`src/rtl/core/uaqn_pkg.sv`:
```
// Shared constants, job type and fold table for the UTF-8 accent/quote normalizer.
package uaqn_pkg;

  // Byte codes that the classifier looks for
  localparam logic [7:0] LeadLatin  = 8'hC3;
  localparam logic [7:0] LeadPunct  = 8'hE2;
  localparam logic [7:0] MidPunct   = 8'h80;
  localparam logic [7:0] LsqLeft    = 8'h98;
  localparam logic [7:0] LsqRight   = 8'h99;
  localparam logic [7:0] LdqLeft    = 8'h9C;
  localparam logic [7:0] LdqRight   = 8'h9D;
  localparam logic [7:0] AsciiApos  = 8'h27;
  localparam logic [7:0] AsciiDquot = 8'h22;

  // Held-byte counts
  localparam logic [1:0] HeldNone = 2'd0;
  localparam logic [1:0] HeldOne  = 2'd1;
  localparam logic [1:0] HeldTwo  = 2'd2;

  // Largest number of output bytes one input byte can cause
  localparam int unsigned MaxOut = 3;

  // Queue depth between front and back
  localparam int unsigned QDepth = 2;
  localparam int unsigned QPtrW  = $clog2(QDepth);
  localparam int unsigned QCntW  = $clog2(QDepth + 1);

  // One job: the output bytes caused by one input byte
  typedef struct packed {
    logic [MaxOut-1:0][7:0] bytes;
    logic [1:0]             cnt;   // 1..3, zero-byte jobs are never queued
    logic                   last;  // job belongs to the final input byte
  } job_t;

  // Plain ASCII letter for code point 0xC0 + idx, zero when not a folded letter
  function automatic logic [7:0] fold_letter(input logic [5:0] idx);
    logic [7:0] up;
    begin
      unique case (idx[4:0])
        5'd0, 5'd1, 5'd2, 5'd3, 5'd4, 5'd5: up = 8'h41;       // A
        5'd7:                               up = 8'h43;       // C
        5'd8, 5'd9, 5'd10, 5'd11:           up = 8'h45;       // E
        5'd12, 5'd13, 5'd14, 5'd15:         up = 8'h49;       // I
        5'd17:                              up = 8'h4E;       // N
        5'd18, 5'd19, 5'd20, 5'd21, 5'd22:  up = 8'h4F;       // O
        5'd25, 5'd26, 5'd27, 5'd28:         up = 8'h55;       // U
        5'd29:                              up = 8'h59;       // Y
        5'd31:                              up = idx[5] ? 8'h59 : 8'h00; // y with diaeresis
        default:                            up = 8'h00;
      endcase
      // lower-case half of the block
      fold_letter = (up != 8'h00 && idx[5]) ? (up | 8'h20) : up;
    end
  endfunction

endpackage

```
`src/rtl/core/uaqn_front.sv`:
```
// Front end: holds lead bytes, classifies each input byte into an output job.
module uaqn_front import uaqn_pkg::*; (
  input  logic       clk_i,
  input  logic       rst_ni,
  input  logic       in_valid_i,
  output logic       in_ready_o,
  input  logic [7:0] in_byte_i,
  input  logic       in_last_i,
  input  logic       q_full_i,
  output logic       push_o,
  output job_t       job_o
);

  logic [1:0] held_cnt_q, held_cnt_d;
  logic       held_e2_q, held_e2_d;
  logic       accept;

  logic [7:0] ob [MaxOut+1];
  logic [1:0] on;
  logic [7:0] fold_b;
  logic       b_is_lead;

  assign in_ready_o = !q_full_i;
  assign accept     = in_valid_i && in_ready_o;
  assign fold_b     = fold_letter(in_byte_i[5:0]);
  assign b_is_lead  = (in_byte_i == LeadLatin) || (in_byte_i == LeadPunct);

  // Classification: build the output bytes and the next held state
  always_comb begin
    logic fresh;
    fresh      = 1'b0;
    on         = 2'd0;
    held_cnt_d = HeldNone;
    held_e2_d  = held_e2_q;
    for (int i = 0; i <= MaxOut; i++) begin
      ob[i] = 8'h00;
    end

    if (held_cnt_q == HeldOne && !held_e2_q) begin
      if (fold_b != 8'h00) begin
        ob[on] = fold_b;
        on     = on + 2'd1;
      end else begin
        ob[on] = LeadLatin;
        on     = on + 2'd1;
        fresh  = 1'b1;
      end
    end else if (held_cnt_q == HeldOne) begin
      if (in_byte_i == MidPunct) begin
        held_cnt_d = HeldTwo;
      end else begin
        ob[on] = LeadPunct;
        on     = on + 2'd1;
        fresh  = 1'b1;
      end
    end else if (held_cnt_q == HeldTwo) begin
      if (in_byte_i == LsqLeft || in_byte_i == LsqRight) begin
        ob[on] = AsciiApos;
        on     = on + 2'd1;
      end else if (in_byte_i == LdqLeft || in_byte_i == LdqRight) begin
        ob[on] = AsciiDquot;
        on     = on + 2'd1;
      end else begin
        ob[on] = LeadPunct;
        on     = on + 2'd1;
        ob[on] = MidPunct;
        on     = on + 2'd1;
        fresh  = 1'b1;
      end
    end else begin
      fresh = 1'b1;
    end

    // byte examined with nothing held
    if (fresh) begin
      if (b_is_lead) begin
        held_cnt_d = HeldOne;
        held_e2_d  = (in_byte_i == LeadPunct);
      end else begin
        ob[on] = in_byte_i;
        on     = on + 2'd1;
      end
    end

    if (held_cnt_d == HeldNone) begin
      held_e2_d = 1'b0;
    end

    // final byte: flush whatever is still held
    if (in_last_i) begin
      if (held_cnt_d == HeldOne) begin
        ob[on] = held_e2_d ? LeadPunct : LeadLatin;
        on     = on + 2'd1;
      end else if (held_cnt_d == HeldTwo) begin
        ob[on] = LeadPunct;
        on     = on + 2'd1;
        ob[on] = MidPunct;
        on     = on + 2'd1;
      end
      held_cnt_d = HeldNone;
      held_e2_d  = 1'b0;
    end
  end

  // Job toward the queue
  always_comb begin
    for (int i = 0; i < MaxOut; i++) begin
      job_o.bytes[i] = ob[i];
    end
    job_o.cnt  = on;
    job_o.last = in_last_i;
  end

  assign push_o = accept && (on != 2'd0);

  // Held state
  always_ff @(posedge clk_i or negedge rst_ni) begin
    if (!rst_ni) begin
      held_cnt_q <= HeldNone;
      held_e2_q  <= 1'b0;
    end else if (accept) begin
      held_cnt_q <= held_cnt_d;
      held_e2_q  <= held_e2_d;
    end
  end

  // The unused held count never appears
  a_held_range: assert property (@(posedge clk_i) disable iff (!rst_ni)
    held_cnt_q != 2'd3)
    else $error("held count out of range");

  // A final byte leaves nothing held
  a_last_clears: assert property (@(posedge clk_i) disable iff (!rst_ni)
    accept && in_last_i |=> held_cnt_q == HeldNone && !held_e2_q)
    else $error("held bytes survive the final byte");

endmodule

```
`src/rtl/core/uaqn_queue.sv`:
```
// Short job queue between the front end and the back end.
module uaqn_queue import uaqn_pkg::*; (
  input  logic clk_i,
  input  logic rst_ni,
  input  logic push_i,
  input  job_t push_job_i,
  output logic full_o,
  input  logic pop_i,
  output logic head_valid_o,
  output job_t head_job_o
);

  job_t             mem_q [QDepth];
  logic [QPtrW-1:0] wr_ptr_q, rd_ptr_q;
  logic [QCntW-1:0] cnt_q;
  logic             do_push, do_pop;

  assign full_o       = (cnt_q == QCntW'(QDepth));
  assign head_valid_o = (cnt_q != '0);
  assign head_job_o   = mem_q[rd_ptr_q];
  assign do_push      = push_i && !full_o;
  assign do_pop       = pop_i && head_valid_o;

  // Storage
  always_ff @(posedge clk_i) begin
    if (do_push) begin
      mem_q[wr_ptr_q] <= push_job_i;
    end
  end

  // Pointers and fill count
  always_ff @(posedge clk_i or negedge rst_ni) begin
    if (!rst_ni) begin
      wr_ptr_q <= '0;
      rd_ptr_q <= '0;
      cnt_q    <= '0;
    end else begin
      if (do_push) begin
        wr_ptr_q <= (wr_ptr_q == QPtrW'(QDepth - 1)) ? '0 : wr_ptr_q + 1'b1;
      end
      if (do_pop) begin
        rd_ptr_q <= (rd_ptr_q == QPtrW'(QDepth - 1)) ? '0 : rd_ptr_q + 1'b1;
      end
      if (do_push && !do_pop) begin
        cnt_q <= cnt_q + 1'b1;
      end else if (do_pop && !do_push) begin
        cnt_q <= cnt_q - 1'b1;
      end
    end
  end

  // A push is never dropped
  a_no_overflow: assert property (@(posedge clk_i) disable iff (!rst_ni)
    push_i |-> !full_o)
    else $error("job pushed into a full queue");

endmodule

```
`src/rtl/core/uaqn_back.sv`:
```
// Back end: serializes queued jobs into output bytes through an output register.
module uaqn_back import uaqn_pkg::*; (
  input  logic       clk_i,
  input  logic       rst_ni,
  input  logic       head_valid_i,
  input  job_t       head_job_i,
  output logic       pop_o,
  output logic       out_valid_o,
  input  logic       out_ready_i,
  output logic [7:0] out_byte_o,
  output logic       run_last_o,
  output logic       text_end_o
);

  logic [1:0] idx_q, idx_d;
  logic       out_valid_q, out_valid_d;
  logic [7:0] out_byte_q, out_byte_d;
  logic       run_last_q, run_last_d;
  logic       text_end_q, text_end_d;
  logic       load, final_b;

  assign load    = head_valid_i && (!out_valid_q || out_ready_i);
  assign final_b = (idx_q == 2'(head_job_i.cnt - 2'd1));
  assign pop_o   = load && final_b;

  // Byte select and next output
  always_comb begin
    unique case (idx_q)
      2'd0:    out_byte_d = head_job_i.bytes[0];
      2'd1:    out_byte_d = head_job_i.bytes[1];
      default: out_byte_d = head_job_i.bytes[2];
    endcase
    run_last_d = final_b;
    text_end_d = final_b && head_job_i.last;
    idx_d      = idx_q;
    if (load) begin
      idx_d = final_b ? 2'd0 : idx_q + 2'd1;
    end
    out_valid_d = out_valid_q;
    if (load) begin
      out_valid_d = 1'b1;
    end else if (out_ready_i) begin
      out_valid_d = 1'b0;
    end
  end

  // Control
  always_ff @(posedge clk_i or negedge rst_ni) begin
    if (!rst_ni) begin
      idx_q       <= 2'd0;
      out_valid_q <= 1'b0;
    end else begin
      idx_q       <= idx_d;
      out_valid_q <= out_valid_d;
    end
  end

  // Output payload
  always_ff @(posedge clk_i) begin
    if (load) begin
      out_byte_q <= out_byte_d;
      run_last_q <= run_last_d;
      text_end_q <= text_end_d;
    end
  end

  assign out_valid_o = out_valid_q;
  assign out_byte_o  = out_byte_q;
  assign run_last_o  = run_last_q;
  assign text_end_o  = text_end_q;

  // Byte index stays inside the current job
  a_idx_in_job: assert property (@(posedge clk_i) disable iff (!rst_ni)
    head_valid_i |-> idx_q < head_job_i.cnt)
    else $error("byte index past end of job");

  // End of text only on the last byte of a run
  a_end_is_run_last: assert property (@(posedge clk_i) disable iff (!rst_ni)
    out_valid_o && text_end_o |-> run_last_o)
    else $error("text end without run last");

endmodule

```
`src/rtl/core/utf8_accent_quote_normalizer_core.sv`:
```
// Top level of the UTF-8 accent and curly-quote normalizer.
//
//  channel | direction | handshake            | payload
//  --------+-----------+----------------------+---------------------------------
//  in      | input     | in_valid_i/in_ready_o  | in_byte_i, in_last_i
//  out     | output    | out_valid_o/out_ready_i| out_byte_o, run_last_o, text_end_o
//
// One input byte is taken per cycle while the queue is not full; its output bytes pass
// through the job queue and then the output register. Output runs at one byte per cycle
// while out_ready_i is high; a byte that flushes held bytes gives up to three results.
// The two-entry job queue absorbs such runs; input stalls only when it is full.
// Reset clears the held lead bytes, the queue pointers and count and the output valid flag.
module utf8_accent_quote_normalizer_core import uaqn_pkg::*; (
  input  logic       clk_i,
  input  logic       rst_ni,
  input  logic       in_valid_i,
  output logic       in_ready_o,
  input  logic [7:0] in_byte_i,
  input  logic       in_last_i,
  output logic       out_valid_o,
  input  logic       out_ready_i,
  output logic [7:0] out_byte_o,
  output logic       run_last_o,
  output logic       text_end_o
);

  logic push, q_full, pop, head_valid;
  job_t push_job, head_job;

  // Classifier with held lead bytes
  uaqn_front u_front (
    .clk_i      (clk_i),
    .rst_ni     (rst_ni),
    .in_valid_i (in_valid_i),
    .in_ready_o (in_ready_o),
    .in_byte_i  (in_byte_i),
    .in_last_i  (in_last_i),
    .q_full_i   (q_full),
    .push_o     (push),
    .job_o      (push_job)
  );

  // Job queue
  uaqn_queue u_queue (
    .clk_i        (clk_i),
    .rst_ni       (rst_ni),
    .push_i       (push),
    .push_job_i   (push_job),
    .full_o       (q_full),
    .pop_i        (pop),
    .head_valid_o (head_valid),
    .head_job_o   (head_job)
  );

  // Serializer and output register
  uaqn_back u_back (
    .clk_i        (clk_i),
    .rst_ni       (rst_ni),
    .head_valid_i (head_valid),
    .head_job_i   (head_job),
    .pop_o        (pop),
    .out_valid_o  (out_valid_o),
    .out_ready_i  (out_ready_i),
    .out_byte_o   (out_byte_o),
    .run_last_o   (run_last_o),
    .text_end_o   (text_end_o)
  );

endmodule

```
`config.mk`:
```
export PLATFORM = sky130hd
export DESIGN_NAME = utf8_accent_quote_normalizer_core
export DESIGN_NICKNAME = d
export VERILOG_FILES = /design/src/rtl/core/uaqn_pkg.sv /design/src/rtl/core/uaqn_front.sv /design/src/rtl/core/uaqn_queue.sv /design/src/rtl/core/uaqn_back.sv /design/src/rtl/core/utf8_accent_quote_normalizer_core.sv
export SDC_FILE = /design/constraint.sdc
export NUM_CORES = 1
export LEC_CHECK = 0
export BUFFER_PORTS_ARGS = -buffer_cell sky130_fd_sc_hd__buf_2
export CORE_MARGIN = 2
export CORE_UTILIZATION = 45
export DETAILED_ROUTE_END_ITERATION = 12
export SYNTH_ARGS = -nofsm -noshare
export SYNTH_HDL_FRONTEND = slang
export SYNTH_SLANG_ARGS = --single-unit
```
`constraint.sdc`:
```
create_clock -name clk_i -period 5.7 [get_ports clk_i]
set_input_delay 0.57 -clock clk_i [delete_from_list [all_inputs] [get_ports clk_i]]
set_output_delay 0.57 -clock clk_i [all_outputs]
set_load 0.05 [all_outputs]
```
==> results.cfg <==
[status]
run_status = finished, final reports clean

[grt]
grt_max_degree = 28
grt_usage = 0.191
grt_pass1_wl_um = 13100
grt_remaining_overflow = 0
grt_antenna_before_repair = 0
grt_pass1_vias = 2647

[floorplanning]
placeableCoreArea_sq_um = 8220
initial_core_util = 0.466
ios = 25
rows = 33
dieWidth_um = 96.2
die_h_um = 96.2
die_area_sq_um = 9260

[routing]
vias_per_cell = 5.79
wl_um = 7780
vias = 2630
drc_errors = 0
ant_nets = 0
drtPass1Iterations = 5
wire_per_inst_um = 17.1
drtIter0Drc = 181

[clocking]
htree_levels = 3
cts-root-buf = clkbuf_8
cts_resized = 0
post_cts_buffers = 0
clock-sinks = 74
cts-hold-fix-buffers = 0
clk_latency_ns = 0.34
numCtsBuffers = 9
cts_buffer_depth = 2
clkTransAtPathRegs_ns = 0.07
cts_tree = done

[synthesis]
ys_top_cells_by_count = edfxtp_1, nand2_1, inv_1
synth_area_per_cell_sq_um = 11.8
ys_top_cells_by_area = edfxtp_1, dfrtp_1, ha_1, nand2_1, a211oi_1
synth_nets = 346
ys_async_sr_fraction = 0.135
synth-seq-cells = 74
synth.distinct_cells = 58
ys_seq_area_frac = 0.568
yosysMostFrequentCell = edfxtp_1
synthesis.area_sq_um = 3830
synth-edff-count = 64
yosysWarnings = 0
netlist_instances = 323
synth_ff_type = edfxtp_1
synth_top_area_cell = edfxtp_1
netlist.area_leader.share = 0.502

[sta]
period_minus_slack_ns = 3.93
relSlewSlack = 0.226
tightestPinTransition_ns = 1.16
skew_ns = 0.00702
setup-tns-final_ns = 0
finalCritPeriodShare = 0.689
slew_viol_final = 0
max_freq_mhz = 255
rsz0062_at_grt = false
finalSetupViolations = 0
hold_viol_final = 0
worst_hold_slack_ns = 0.0845

[placement]
place_area_sq_um = 4020
place.gp.congestion = 0.861
hpwl_um = 5500
placed_cells = 438
io_buffers = 24

[cells_and_area]
fillers = 741
antenna_cells = 0
utilization = 0.508
design_area_sq_um = 4170
fin_nets = 367
final_layout_size_suffix_gt1_frac = 0.155
syn2layout_area_growth_pct = 9.06
finalNonFillerCells = 454

[pwr]
power_density_nw_per_um2 = 432
power.leakage_nw = 1.56
ir_worst_vdd_uv = 179

[worst_setup_path]
worstSetupPathType = input port to register
cp_max_fo = 27
worst_setup_path_start_kind = input port
cp.required_ns = 5.70
cp-end-kind = register
arrival_ns = 3.93

[worst_hold_path]
hp-class = input port to asynchronous set/reset pin

[run]
cap_violations = 0
[report_power, final]
part	internal (W)	switching, W	total, W
clock network	0.000153	0.000184	0.000337
logic	0.000188	0.000435	0.000624
registers	0.000777	0.0000681	0.000845
[final cells by class]
| type | count | area [sq um] | area share |
|---|---|---|---|
| Sequential cell | 74 | 2170 | 0.520 |
| Multi-Input combinational cell | 215 | 1500 | 0.360 |
| Timing Repair Buffer | 28 | 150 | 0.0360 |
| Tap cell | 105 | 131 | 0.0315 |
| Clock buffer | 9 | 124 | 0.0297 |
| Inverter | 16 | 60.1 | 0.0144 |
| Clock inverter | 7 | 35.0 | 0.00839 |
[worst max-delay path, stage by stage]
cell,delay [ns]
buf_2,0.18
nor4b_2,0.48
and2_4,0.25
a21oi_1,0.09
nor2_1,0.27
inv_1,0.08
ha_1,0.31
mux2_2,0.31
ha_1,0.28
nor2_1,0.04
a211oi_1,0.17
o2bb2ai_1,0.15
a31oi_4,0.25
nor2b_2,0.17
buf_4,0.33
[registers in the layout, indices dropped and copies added, names as in the netlist]
| signal | count |
|---|---|
| u_back.text_end_o | 1 |
| u_queue.rd_ptr_q | 1 |
| u_back.out_byte_o | 8 |
| u_queue.mem_q | 54 |
| u_back.run_last_o | 1 |
| u_back.idx_q | 2 |
| u_front.held_e2_q | 1 |
| u_queue.wr_ptr_q | 1 |
| u_front.held_cnt_q | 2 |
| u_back.out_valid_o | 1 |
| u_queue.cnt_q | 2 |
[per-stage QoR]
| stage | setup WS, ns | total power, W |
|---|---|---|
| finish | 1.77 | 0.00180 |
| global route | 1.45 | 0.00193 |
| CTS | 1.75 | 0.00183 |
| detailed placement | 1.41 | 0.00149 |
| global placement | 1.57 | 0.00148 |
| floorplan | 1.07 | 0.00133 |
[path summary, 6_finish.rpt]
check	from	end	slack [ns]	cells after the start
setup / recovery	in_byte_i[4]	u_queue.mem_q[0][22]	1.77	15
hold / removal	rst_ni	u_back.idx_q[1]	0.08	1
setup reg to reg	u_front.held_cnt_q[0]	u_queue.mem_q[0][22]	2.09	12
hold reg to reg	u_queue.cnt_q[1]	u_queue.cnt_q[1]	0.50	1
max in group asynchronous	rst_ni	u_queue.rd_ptr_q	5.42	1
min in group clk_i	out_ready_i	u_back.out_valid_o	0.42	2
[cells by family (layout without fill, tap and decap cells)]
kind of cell	count (synthesis)	count (layout)	share of synthesized area
compound gates	99	99	0.196
simple gates	89	89	0.120
flops	74	74	0.568
buf+inv	34	60	0.0409
fa+ha+maj	11	11	0.0353
xor+xnor	8	8	0.0183
mux	8	8	0.0216
[routing by layer]
metal	part of all wire	up-vias	global-route usage
li1	-	1282	-
met1	0.47	1266	0.255
met2	0.47	68	0.310
met3	0.042	14	0.0446
met4	0.015	0	0.0571
met5	0	-	0
[placed cells by master, fill, tap and decap left out, drive strengths merged, types with 5 or more instances in the layout]
| cell | Yosys | final |
|---|---|---|
| clkinv | 0 | 6 |
| a22o | 11 | 11 |
| clkbuf | 11 | 9 |
| a22oi | 8 | 8 |
| nand3 | 8 | 8 |
| nor2 | 14 | 14 |
| mux2i | 6 | 6 |
| and2 | 11 | 11 |
| buf | 7 | 28 |
| a21oi | 15 | 15 |
| dfrtp | 10 | 10 |
| nand2 | 29 | 29 |
| o21ai | 15 | 15 |
| edfxtp | 64 | 64 |
| ha | 10 | 10 |
| inv | 16 | 17 |
| xor2 | 5 | 5 |
| a211oi | 14 | 14 |
| a31oi | 11 | 11 |
Note: power is estimated with default switching activity, not from simulation.
